===== config.mk =====
export PLATFORM = sky130hd
export DESIGN_NAME = protobuf_wire_element_parser_unit
export DESIGN_NICKNAME = d
export VERILOG_FILES = /design/src/hw/rtl/pwep_pkg.sv /design/src/hw/rtl/protobuf_wire_element_parser_unit.sv
export VERILOG_INCLUDE_DIRS = /design/src /design/src/hw/rtl
export SDC_FILE = /design/constraint.sdc
export NUM_CORES = 2
export LEC_CHECK = 0
export ABC_CLOCK_PERIOD_IN_PS = 22300
export BUFFER_PORTS_ARGS = -buffer_cell sky130_fd_sc_hd__buf_2
export CAP_MARGIN = 20
export CORE_MARGIN = 2
export CORE_UTILIZATION = 25
export CTS_BUF_LIST = sky130_fd_sc_hd__clkbuf_8 sky130_fd_sc_hd__clkbuf_16
export DETAILED_ROUTE_END_ITERATION = 16
export PLACE_DENSITY = 0.5
export SLEW_MARGIN = 20
export SYNTH_ARGS = -nofsm -noshare
export SYNTH_HDL_FRONTEND = slang
export SYNTH_SLANG_ARGS = --single-unit

===== constraint.sdc =====
create_clock -name clk -period 22.3 [get_ports clk]
set_clock_uncertainty 0.15 [all_clocks]
set_input_delay 2.23 -clock clk [delete_from_list [all_inputs] [get_ports clk]]
set_output_delay 2.23 -clock clk [all_outputs]
set_load 0.005 [all_outputs]

===== src/hw/rtl/assert_macros.svh =====
// assertion helpers shared by the rtl
`ifndef ASSERT_MACROS_SVH
`define ASSERT_MACROS_SVH

`ifndef NO_ASSERTIONS

// same-cycle implication, checked out of reset
`define ASSERT_IMPLIES(label, clk, rst, ante, cons) \
  label: assert property (@(posedge clk) disable iff (rst) (ante) |-> (cons)) \
    else $error("assertion failed");

// next-cycle implication, checked out of reset
`define ASSERT_NEXT(label, clk, rst, ante, cons) \
  label: assert property (@(posedge clk) disable iff (rst) (ante) |=> (cons)) \
    else $error("assertion failed");

`else

`define ASSERT_IMPLIES(label, clk, rst, ante, cons)

`define ASSERT_NEXT(label, clk, rst, ante, cons)

`endif

`endif


===== src/hw/rtl/pwep_pkg.sv =====
package pwep_pkg;

  // one raw byte of the serialized buffer
  typedef struct packed {
    logic [7:0] data_byte;
    logic       end_of_buffer;
  } byte_item_t;

  // one decoded result
  typedef struct packed {
    logic [2:0]  status;
    logic [60:0] field_id;
    logic [2:0]  wire_type;
    logic [63:0] element_value;
    logic [31:0] payload_offset;
    logic        last_of_run;
  } result_item_t;

  // parser phase
  typedef enum logic [2:0] {
    PH_TAG,
    PH_VALUE,
    PH_LEN,
    PH_PAYLOAD,
    PH_DRAIN
  } phase_t;

  // result status codes
  localparam logic [2:0] ST_ELEMENT    = 3'd0;
  localparam logic [2:0] ST_END        = 3'd1;
  localparam logic [2:0] ST_BAD_VARINT = 3'd2;
  localparam logic [2:0] ST_BAD_TYPE   = 3'd3;
  localparam logic [2:0] ST_TRUNCATED  = 3'd4;

  // wire types handled by the parser
  localparam logic [2:0] WT_VARINT = 3'd0;
  localparam logic [2:0] WT_LEN    = 3'd2;

endpackage


===== src/hw/rtl/protobuf_wire_element_parser_unit.sv =====
// Protobuf wire-format element parser. Takes the serialized buffer one byte per
// transaction on the byte channel, with end_of_buffer set on the final byte, and
// emits decoded elements (field id, wire type, varint value or payload length
// plus payload offset), a clean-end result, or an error result on the result
// channel. A byte is decoded in the cycle it is accepted and its results (none, one
// or two) land in a four-entry result queue; the queue drains one result per cycle
// while result_ready is high. Sustained rate is one byte per cycle while each byte
// gives at most one result and results are taken; a byte giving two results costs
// extra result bandwidth. The byte channel stalls only when the queue holds more
// than two results. After an error, bytes are dropped silently up to and including
// the end-marked byte; every end-marked byte returns the parser to its reset state.
`include "assert_macros.svh"

module protobuf_wire_element_parser_unit
  import pwep_pkg::*;
#(
  parameter int MAX_VARINT_BYTES = 10,
  parameter int POSITION_BITS    = 32
) (
  input  logic         clk,
  input  logic         rst,
  input  logic         byte_valid,
  output logic         byte_ready,
  input  byte_item_t   byte_item,
  output logic         result_valid,
  input  logic         result_ready,
  output result_item_t result_item
);

  localparam int CW    = $clog2(MAX_VARINT_BYTES + 1);
  localparam int QD    = 4;
  localparam int QPW   = $clog2(QD);
  localparam int QCW   = $clog2(QD + 1);

  // parser state
  phase_t                   phase, phase_next;
  logic [63:0]              acc, acc_next;
  logic [CW-1:0]            varint_count, varint_count_next;
  logic [60:0]              held_id, held_id_next;
  logic [2:0]               held_type, held_type_next;
  logic [63:0]              payload_left, payload_left_next;
  logic [POSITION_BITS-1:0] byte_position, byte_position_next;

  // result queue
  result_item_t   q [QD];
  logic [QPW-1:0] rd_ptr, wr_ptr;
  logic [QCW-1:0] q_count;

  logic byte_fire, result_fire;
  assign byte_fire   = byte_valid && byte_ready;
  assign result_fire = result_valid && result_ready;
  assign byte_ready   = q_count <= QCW'(QD - 2);
  assign result_valid = q_count != '0;
  assign result_item  = q[rd_ptr];

  // decode datapath
  logic [6:0]               shift_prod;
  logic [5:0]               shamt;
  logic [63:0]              acc_new;
  logic [CW-1:0]            count_inc;
  logic [POSITION_BITS-1:0] pos_inc, value_start;
  logic [63:0]              left_dec;
  logic                     elem_push, tail_push;
  result_item_t             elem_res, tail_res;
  logic                     err;
  logic [2:0]               err_code;
  logic [1:0]               push_count;
  result_item_t             w0, w1;
  logic                     eob;
  logic [7:0]               b;

  // pad a position to 64 bits so any width maps onto the 32-bit offset
  function automatic logic [31:0] pos_to_offset(input logic [POSITION_BITS-1:0] p);
    logic [63:0] wide;
    wide = 64'(p);
    return wide[31:0];
  endfunction

  assign b           = byte_item.data_byte;
  assign eob         = byte_item.end_of_buffer;
  assign shift_prod  = 7'(varint_count) * 7'd7;
  assign shamt       = shift_prod[5:0];
  assign acc_new     = acc | ({57'd0, b[6:0]} << shamt);
  assign count_inc   = varint_count + 1'b1;
  assign pos_inc     = byte_position + 1'b1;
  assign value_start = byte_position - POSITION_BITS'(varint_count);
  assign left_dec    = payload_left - 64'd1;

  // per-byte parse step
  always_comb begin
    phase_next         = phase;
    acc_next           = acc;
    varint_count_next  = varint_count;
    held_id_next       = held_id;
    held_type_next     = held_type;
    payload_left_next  = payload_left;
    byte_position_next = byte_position;
    elem_push          = 1'b0;
    tail_push          = 1'b0;
    elem_res           = '0;
    tail_res           = '0;
    err                = 1'b0;
    err_code           = ST_BAD_VARINT;

    unique case (phase)
      PH_TAG: begin
        if (b[7]) begin
          acc_next          = acc_new;
          varint_count_next = count_inc;
          if (count_inc >= CW'(MAX_VARINT_BYTES) || eob) begin
            err = 1'b1;
          end
        end else begin
          held_id_next      = acc_new[63:3];
          held_type_next    = acc_new[2:0];
          acc_next          = '0;
          varint_count_next = '0;
          if (acc_new[2:0] == WT_VARINT) begin
            phase_next = PH_VALUE;
            err        = eob;
          end else if (acc_new[2:0] == WT_LEN) begin
            phase_next = PH_LEN;
            err        = eob;
          end else begin
            err      = 1'b1;
            err_code = ST_BAD_TYPE;
          end
        end
      end
      PH_VALUE, PH_LEN: begin
        if (b[7]) begin
          acc_next          = acc_new;
          varint_count_next = count_inc;
          if (count_inc >= CW'(MAX_VARINT_BYTES) || eob) begin
            err = 1'b1;
          end
        end else begin
          acc_next               = '0;
          varint_count_next      = '0;
          elem_push              = 1'b1;
          elem_res.status        = ST_ELEMENT;
          elem_res.field_id      = held_id;
          elem_res.element_value = acc_new;
          if (phase == PH_VALUE) begin
            elem_res.wire_type      = WT_VARINT;
            elem_res.payload_offset = pos_to_offset(value_start);
            phase_next              = PH_TAG;
            tail_push               = eob;
          end else begin
            elem_res.wire_type      = WT_LEN;
            elem_res.payload_offset = pos_to_offset(pos_inc);
            if (acc_new == '0) begin
              phase_next = PH_TAG;
              tail_push  = eob;
            end else begin
              payload_left_next = acc_new;
              phase_next        = PH_PAYLOAD;
              err               = eob;
              err_code          = ST_TRUNCATED;
            end
          end
        end
        tail_res.status = ST_END;
      end
      PH_PAYLOAD: begin
        payload_left_next = left_dec;
        if (left_dec == '0) begin
          phase_next = PH_TAG;
          tail_push  = eob;
        end else begin
          err      = eob;
          err_code = ST_TRUNCATED;
        end
        tail_res.status = ST_END;
      end
      PH_DRAIN: begin
      end
      default: begin
      end
    endcase

    // error result replaces any clean end and sends the parser to drain
    if (err) begin
      tail_push       = 1'b1;
      tail_res        = '0;
      tail_res.status = err_code;
      if (err_code != ST_BAD_VARINT) begin
        tail_res.field_id  = held_id_next;
        tail_res.wire_type = held_type_next;
      end
      phase_next = PH_DRAIN;
    end

    byte_position_next = pos_inc;

    // end of buffer restores reset state
    if (eob) begin
      phase_next         = PH_TAG;
      acc_next           = '0;
      varint_count_next  = '0;
      held_id_next       = '0;
      held_type_next     = '0;
      payload_left_next  = '0;
      byte_position_next = '0;
    end
  end

  // order the results of this byte and mark the last one
  always_comb begin
    w1             = tail_res;
    w1.last_of_run = 1'b1;
    if (elem_push) begin
      w0             = elem_res;
      w0.last_of_run = !tail_push;
      push_count     = tail_push ? 2'd2 : 2'd1;
    end else begin
      w0             = tail_res;
      w0.last_of_run = 1'b1;
      push_count     = tail_push ? 2'd1 : 2'd0;
    end
  end

  // parser state registers
  always_ff @(posedge clk) begin
    if (rst) begin
      phase         <= PH_TAG;
      acc           <= '0;
      varint_count  <= '0;
      held_id       <= '0;
      held_type     <= '0;
      payload_left  <= '0;
      byte_position <= '0;
    end else if (byte_fire) begin
      phase         <= phase_next;
      acc           <= acc_next;
      varint_count  <= varint_count_next;
      held_id       <= held_id_next;
      held_type     <= held_type_next;
      payload_left  <= payload_left_next;
      byte_position <= byte_position_next;
    end
  end

  // result queue pointers and fill level
  logic [1:0] push_eff;
  assign push_eff = byte_fire ? push_count : 2'd0;

  always_ff @(posedge clk) begin
    if (rst) begin
      rd_ptr  <= '0;
      wr_ptr  <= '0;
      q_count <= '0;
    end else begin
      wr_ptr  <= wr_ptr + QPW'(push_eff);
      rd_ptr  <= rd_ptr + QPW'(result_fire);
      q_count <= q_count + QCW'(push_eff) - QCW'(result_fire);
    end
  end

  // result queue storage
  always_ff @(posedge clk) begin
    if (push_eff != 2'd0) begin
      q[wr_ptr] <= w0;
    end
    if (push_eff == 2'd2) begin
      q[wr_ptr + 1'b1] <= w1;
    end
  end

  // checks
  logic eob_fire, at_restart;
  assign eob_fire   = byte_fire && eob;
  assign at_restart = phase == PH_TAG && byte_position == '0 && varint_count == '0;

  `ASSERT_IMPLIES(a_queue_bound, clk, rst, 1'b1, q_count <= QCW'(QD))
  `ASSERT_NEXT(a_eob_restart, clk, rst, eob_fire, at_restart)
  `ASSERT_IMPLIES(a_drain_silent, clk, rst, byte_fire && phase == PH_DRAIN, push_count == 2'd0)
  `ASSERT_IMPLIES(a_count_bound, clk, rst, phase != PH_DRAIN, varint_count < CW'(MAX_VARINT_BYTES))

endmodule


Word-level counts from Yosys, hierarchy flattened
Memory sizes are Yosys's and may differ from the RTL's. A register that Yosys moved wholly into a read port is not among the register bits. Cells that the tools add are included.

Order comparisons: 2. Bitwise operators: 1. Reduce and logical (&&, ||, !) cells: 19. Mux-type cells: 70. Equal/unequal tests: 13. $mul: 1. Divide/modulo/power cells: 0. $add $sub $neg: 9. Shifts and indexed selects: 1.

Operators by type and width (number): 64-bit two-way mux (8); 164-bit two-way mux (2); 160-bit two-way mux (2); 61-bit two-way mux (3); 64-bit zero test (2); 64-bit case mux with 2 select lines (1); 32-bit two-way mux (2); 64-bit OR (1); 7-bit by 6-bit << shifter with 64-bit output (1); 64-bit by 1-bit subtractor with 64-bit output, second input constant (1); 3-bit two-way mux (14); 32-bit by 1-bit adder with 32-bit output, second input constant (1); 32-bit by 4-bit subtractor with 32-bit output (1); 1-bit two-way mux (24); 3-bit case mux with 3 select lines (2); 2-bit two-way mux (7); 4-bit two-way mux (3); 4-bit inequality test, second input constant (3); 3-bit by 2-bit equality test with 1-bit output, second input constant (3); 3-bit inequality test, second input constant (3); 3-bit zero test (2); 4-bit by 3-bit multiplier with 6-bit output, second input constant (1); 6-bit AND reduction (1); 3-bit nonzero test (2); other kinds (23) (26).

Logic and storage cells: 127. Input bits: 13. Memory bits (writable): 656. ROM bits: 0. Latch bits: 0. Memories kept: 1. Output and inout port bits: 166. Bits in registers: 238.

Memories: q (depth 4, bits a word 164, rd ports 1, clocked after memory_dff 1, wr ports 2, RTL line protobuf_wire_element_parser_unit.sv:45) `result_item_t q [QD];`.

Logic depth before layout (Yosys ltp)
Word-level depth: 15. Mapped depth: 31. Depth with buffers taken out: 26.

Worst setup path after synthesis
No wires, ideal clock.

Kind: input port to flip-flop. Start: input byte_item[7] in the netlist's numbering. End: memory q[1][109] in the netlist's numbering (data pin). Required time: 22001 ps. Library setup time: 149 ps. Buffers on the path: 5. Arrival: 8279 ps. Setup slack: 13722 ps. Stages on the path: 22. Cell sequence: mux2_2 a22oi_1 o22ai_1 or3_1 or4_1 nor4_1 nand4_1 o211a_1 clkbuf_1 nand2b_1 ha_1 clkbuf_1 mux2_2 nand2_1 or2_2 clkbuf_1 inv_1 o2111a_1 a21o_1 buf_2 buf_2 o2bb2ai_1.

RTL lines: start: declaration (RTL line protobuf_wire_element_parser_unit.sv:24) `input byte_item_t byte_item,`; end: declaration (RTL line protobuf_wire_element_parser_unit.sv:45).

==> flow_summary.yaml <==
power:
  fin_total_pwr_w: 0.00411
  irDropWorstVdd_mv: 0.0674
  leakage_nw: 16.5
  power_per_cell_area_nw_per_um2: 86.4
floorplanning:
  rows: 148
  fp.dieH_um: 410
  chipWidth_um: 410
  dieArea_um2: 168000
  core_area_um2: 163000
  initial_core_util_pct: 25.2
  ios: 179
setup_path:
  cp.arrival_ns: 10.97
  critPathMaxFanout: 49
  startpoint_type: "register"
  worst_ep_required_time_ns: 22.58
  crit_type: "register to register"
  reg2reg_from: "varint_count[0]$_SDFFE_PP0P_"
  r2r_slack_ns: 11.61
  end_kind: "register"
  timing.critical_path.from: "varint_count[0]$_SDFFE_PP0P_"
synth:
  synthMuxAreaShare_pct: 9.61
  async_reset_ff_share_pct: 0
  yosys_warnings: 0
  yosysSeqAreaShare_pct: 50.1
  syn_area_per_cell_um2: 9.89
  synth_fp_nets: 4196
  synth_top_family_by_area: "compound AO/OA/AOI/OAI gates"
  synthDistinctLibCells: 82
  syn_inst: 4156
  synth_xor_area_share_pct: 1.73
  synth_top_flop_cell: "dfxtp_1"
  synthSimpleGateAreaFrac_pct: 14.2
  ys_ff_latch: 894
  synth_adder_area_share_pct: 0.931
  synth_edf_count: 268
  netlist_area_um2: 41100
  synth_compound_area_share_pct: 19.6
route:
  wirelength_um: 154000
  dr.pass1.iters: 9
  antenna_left: 0
  routedWlPerCell_um: 23.8
  route.vias.total: 33739
  viasPerCell: 5.24
  drtIter0Drc: 3351
  remaining_drc_errors: 0
clock_tree:
  cts_resized: 0
  clk_path_buf_depth: 3
  cts_made_buffers: 97
  clk_latency_ns: 0.73
  cts.clk_slew.worst_paths_ns: 0.07
  post_cts_buffers: 0
  cts_tree: "built"
  cts_hold_buf: 0
  root_buffer: "clkbuf_16"
  cts_max_level: 3
  cts_sinks: 894
sta:
  hold-worst-slack_ns: 0.297
  tightestPinTransition_ns: 1.13
  post-route-min-period_ns: 10.69
  slew_headroom_pct: 24.7
  timing.fmax_mhz: 93.6
  setup_viol: 0
  maxSlewViolCount: 0
  hold_violations: 0
  rsz0062_at_grt: "no"
  tns_ns: 0
  period_share_pct: 47.9
finish:
  area_delta_synth_final_pct: 15.7
  finalNonFillerCells: 6443
  drive_above_1_share_pct: 16.2
  nets: 4216
  final_util_pct: 29.2
placed_design:
  dpl.cell_count: 6251
  dp_hpwl_um: 97100
  gp_congestion: 0.913
  portBuffers: 178
global_route:
  grt_pass1_wl_um: 228000
  first_global_vias: 33130
  grt_usage_pct: 17.8
  grt_max_degree: 103
  antenna_found_initial: 17
  grt_overflow: 0
min_path:
  min-delay-start: "q[2][75]$_SDFFE_PP0N_"
  hold_class: "register to register"
flow_run:
  drv_cap: 0
run_status:
  status: "complete, no violations"
## critical path, stage by stage (launching register included)
cell and delay [ns]:
dfxtp_1 0.79, clkinv_1 0.48, fa_1 0.53, inv_1 0.07
ha_1 0.18, inv_1 0.08, fa_1 1.10, clkinv_1 0.49
nand2_1 0.19, o22ai_1 0.25, a21oi_1 0.85, o2111ai_1 0.24
nor4_1 0.36, nand4_1 0.41, o211a_1 0.50, nand2b_1 0.22
ha_1 0.46, mux2_2 0.41, nand2_1 0.08, or2_4 0.58
clkinv_2 0.63, o2111a_1 0.35, buf_4 0.25, nand2_1 0.11
buf_4 0.45, o2bb2ai_1 0.14
## registers in the layout, indices dropped and copies added, names as in the netlist
| name | cells |
|---|---|
| held_type | 3 |
| phase | 3 |
| payload_left | 64 |
| q_count | 3 |
| q | 656 |
| rd_ptr | 2 |
| varint_count | 4 |
| held_id | 61 |
| byte_position | 32 |
| wr_ptr | 2 |
| acc | 64 |
## per-layer routing
layer,track usage (%),wire [um],vias to the layer above
li1,-,-,15397
met1,23.9,68300,16991
met2,29.3,71400,1091
met3,3.10,9320,246
met4,5.39,4430,14
met5,0,93,-
## synth_stat cells (all sizes together) (6+ instances only)
master / number / share of area, %
buf: 53 / 0.57
o22ai: 18 / 0.27
xor2: 29 / 0.62
mux2: 9 / 0.25
mux2i: 11 / 0.27
clkbuf: 308 / 2.8
o2bb2ai: 156 / 3.3
nor2b: 15 / 0.23
fa: 6 / 0.29
a32oi: 9 / 0.19
inv: 54 / 0.49
o21ai: 454 / 5.6
dfxtp: 626 / 30
ha: 21 / 0.64
xnor2: 52 / 1.1
o32ai: 24 / 0.51
a2111oi: 20 / 0.43
mux4: 166 / 9.1
a211oi: 8 / 0.18
and3: 23 / 0.35
or4: 16 / 0.30
or3: 33 / 0.51
and2: 17 / 0.26
nor2: 368 / 3.4
a22oi: 54 / 0.99
o211ai: 18 / 0.34
nand3: 38 / 0.46
o31ai: 9 / 0.16
a22o: 127 / 2.7
a31oi: 16 / 0.24
nand3b: 8 / 0.15
nand4: 18 / 0.27
nand2b: 26 / 0.40
edfxtp: 268 / 20
or2: 12 / 0.18
nor4: 46 / 0.83
nor3: 111 / 1.4
nand2: 547 / 5.0
a21oi: 263 / 3.2
a21o: 30 / 0.55
## power breakdown
part | switching (W) | leakage (nW) | internal (W)
Combinational | 0.000491 | 7.21 | 0.000259
Sequential | 0.0000357 | 7.59 | 0.00172
Clock | 0.000714 | 1.66 | 0.000893
## layout make-up
cell class | count | area, um^2
inverter | 57 | 219
timing repair buffer | 282 | 1680
tap | 2175 | 2720
fill | 17070 | 115000
sequential | 894 | 20600
antenna | 7 | 17.5
clock buffer | 118 | 2720
multi-input combinational | 2844 | 19200
clock inverter | 66 | 454
## worst paths after layout
path | end | depth (start not counted)
worst max-delay path | q[1][107]$_DFFE_PP_ | 25
worst max register to register | q[1][107]$_DFFE_PP_ | 25
worst min register to register | q[2][75]$_SDFFE_PP0N_ | 2
worst min-delay path | q[2][75]$_SDFFE_PP0N_ | 2
## layout by cell type, fill, tap and decap left out, drive strengths merged, types with 15 or more instances in the layout
cell type	count
a22oi	54
o2bb2ai	156
a21oi	263
xnor2	52
and2	17
nor2b	15
clkinv	33
clkbuf	119
o22ai	18
and3	23
dfxtp	626
mux4	166
ha	21
nor4	46
a22o	127
a31oi	16
nand3	38
o32ai	24
a2111oi	20
inv	84
nand2b	26
nor2	368
nand2	547
or3	33
edfxtp	268
o21ai	454
nand4	18
xor2	29
o211ai	18
or4	16
a21o	30
nor3	111
buf	281
## kinds of logic (layout without fill, tap and decap cells)
logic type      count (synthesis)  after routing
fa+ha+maj                      27             27
simple gates                 1302           1302
flops                         894            894
compound gates               1248           1248
other cells                     0              7
buf+inv                       418            523
xor+xnor                       81             81
mux                           186            186
## metrics by stage
| step | setup slack (ns) | cell area, um^2 |
|---|---|---|
| 6_report | 11.61 | 47600 |
| 2_1_floorplan | 13.72 | 41100 |
| 3_3_place_gp | 11.37 | 44300 |
| 4_1_cts | 11.61 | 47500 |
| 5_1_grt | 10.95 | 47500 |
| 3_5_place_dp | 11.62 | 44400 |
No activity file was read; power rests on OpenSTA's default activity.
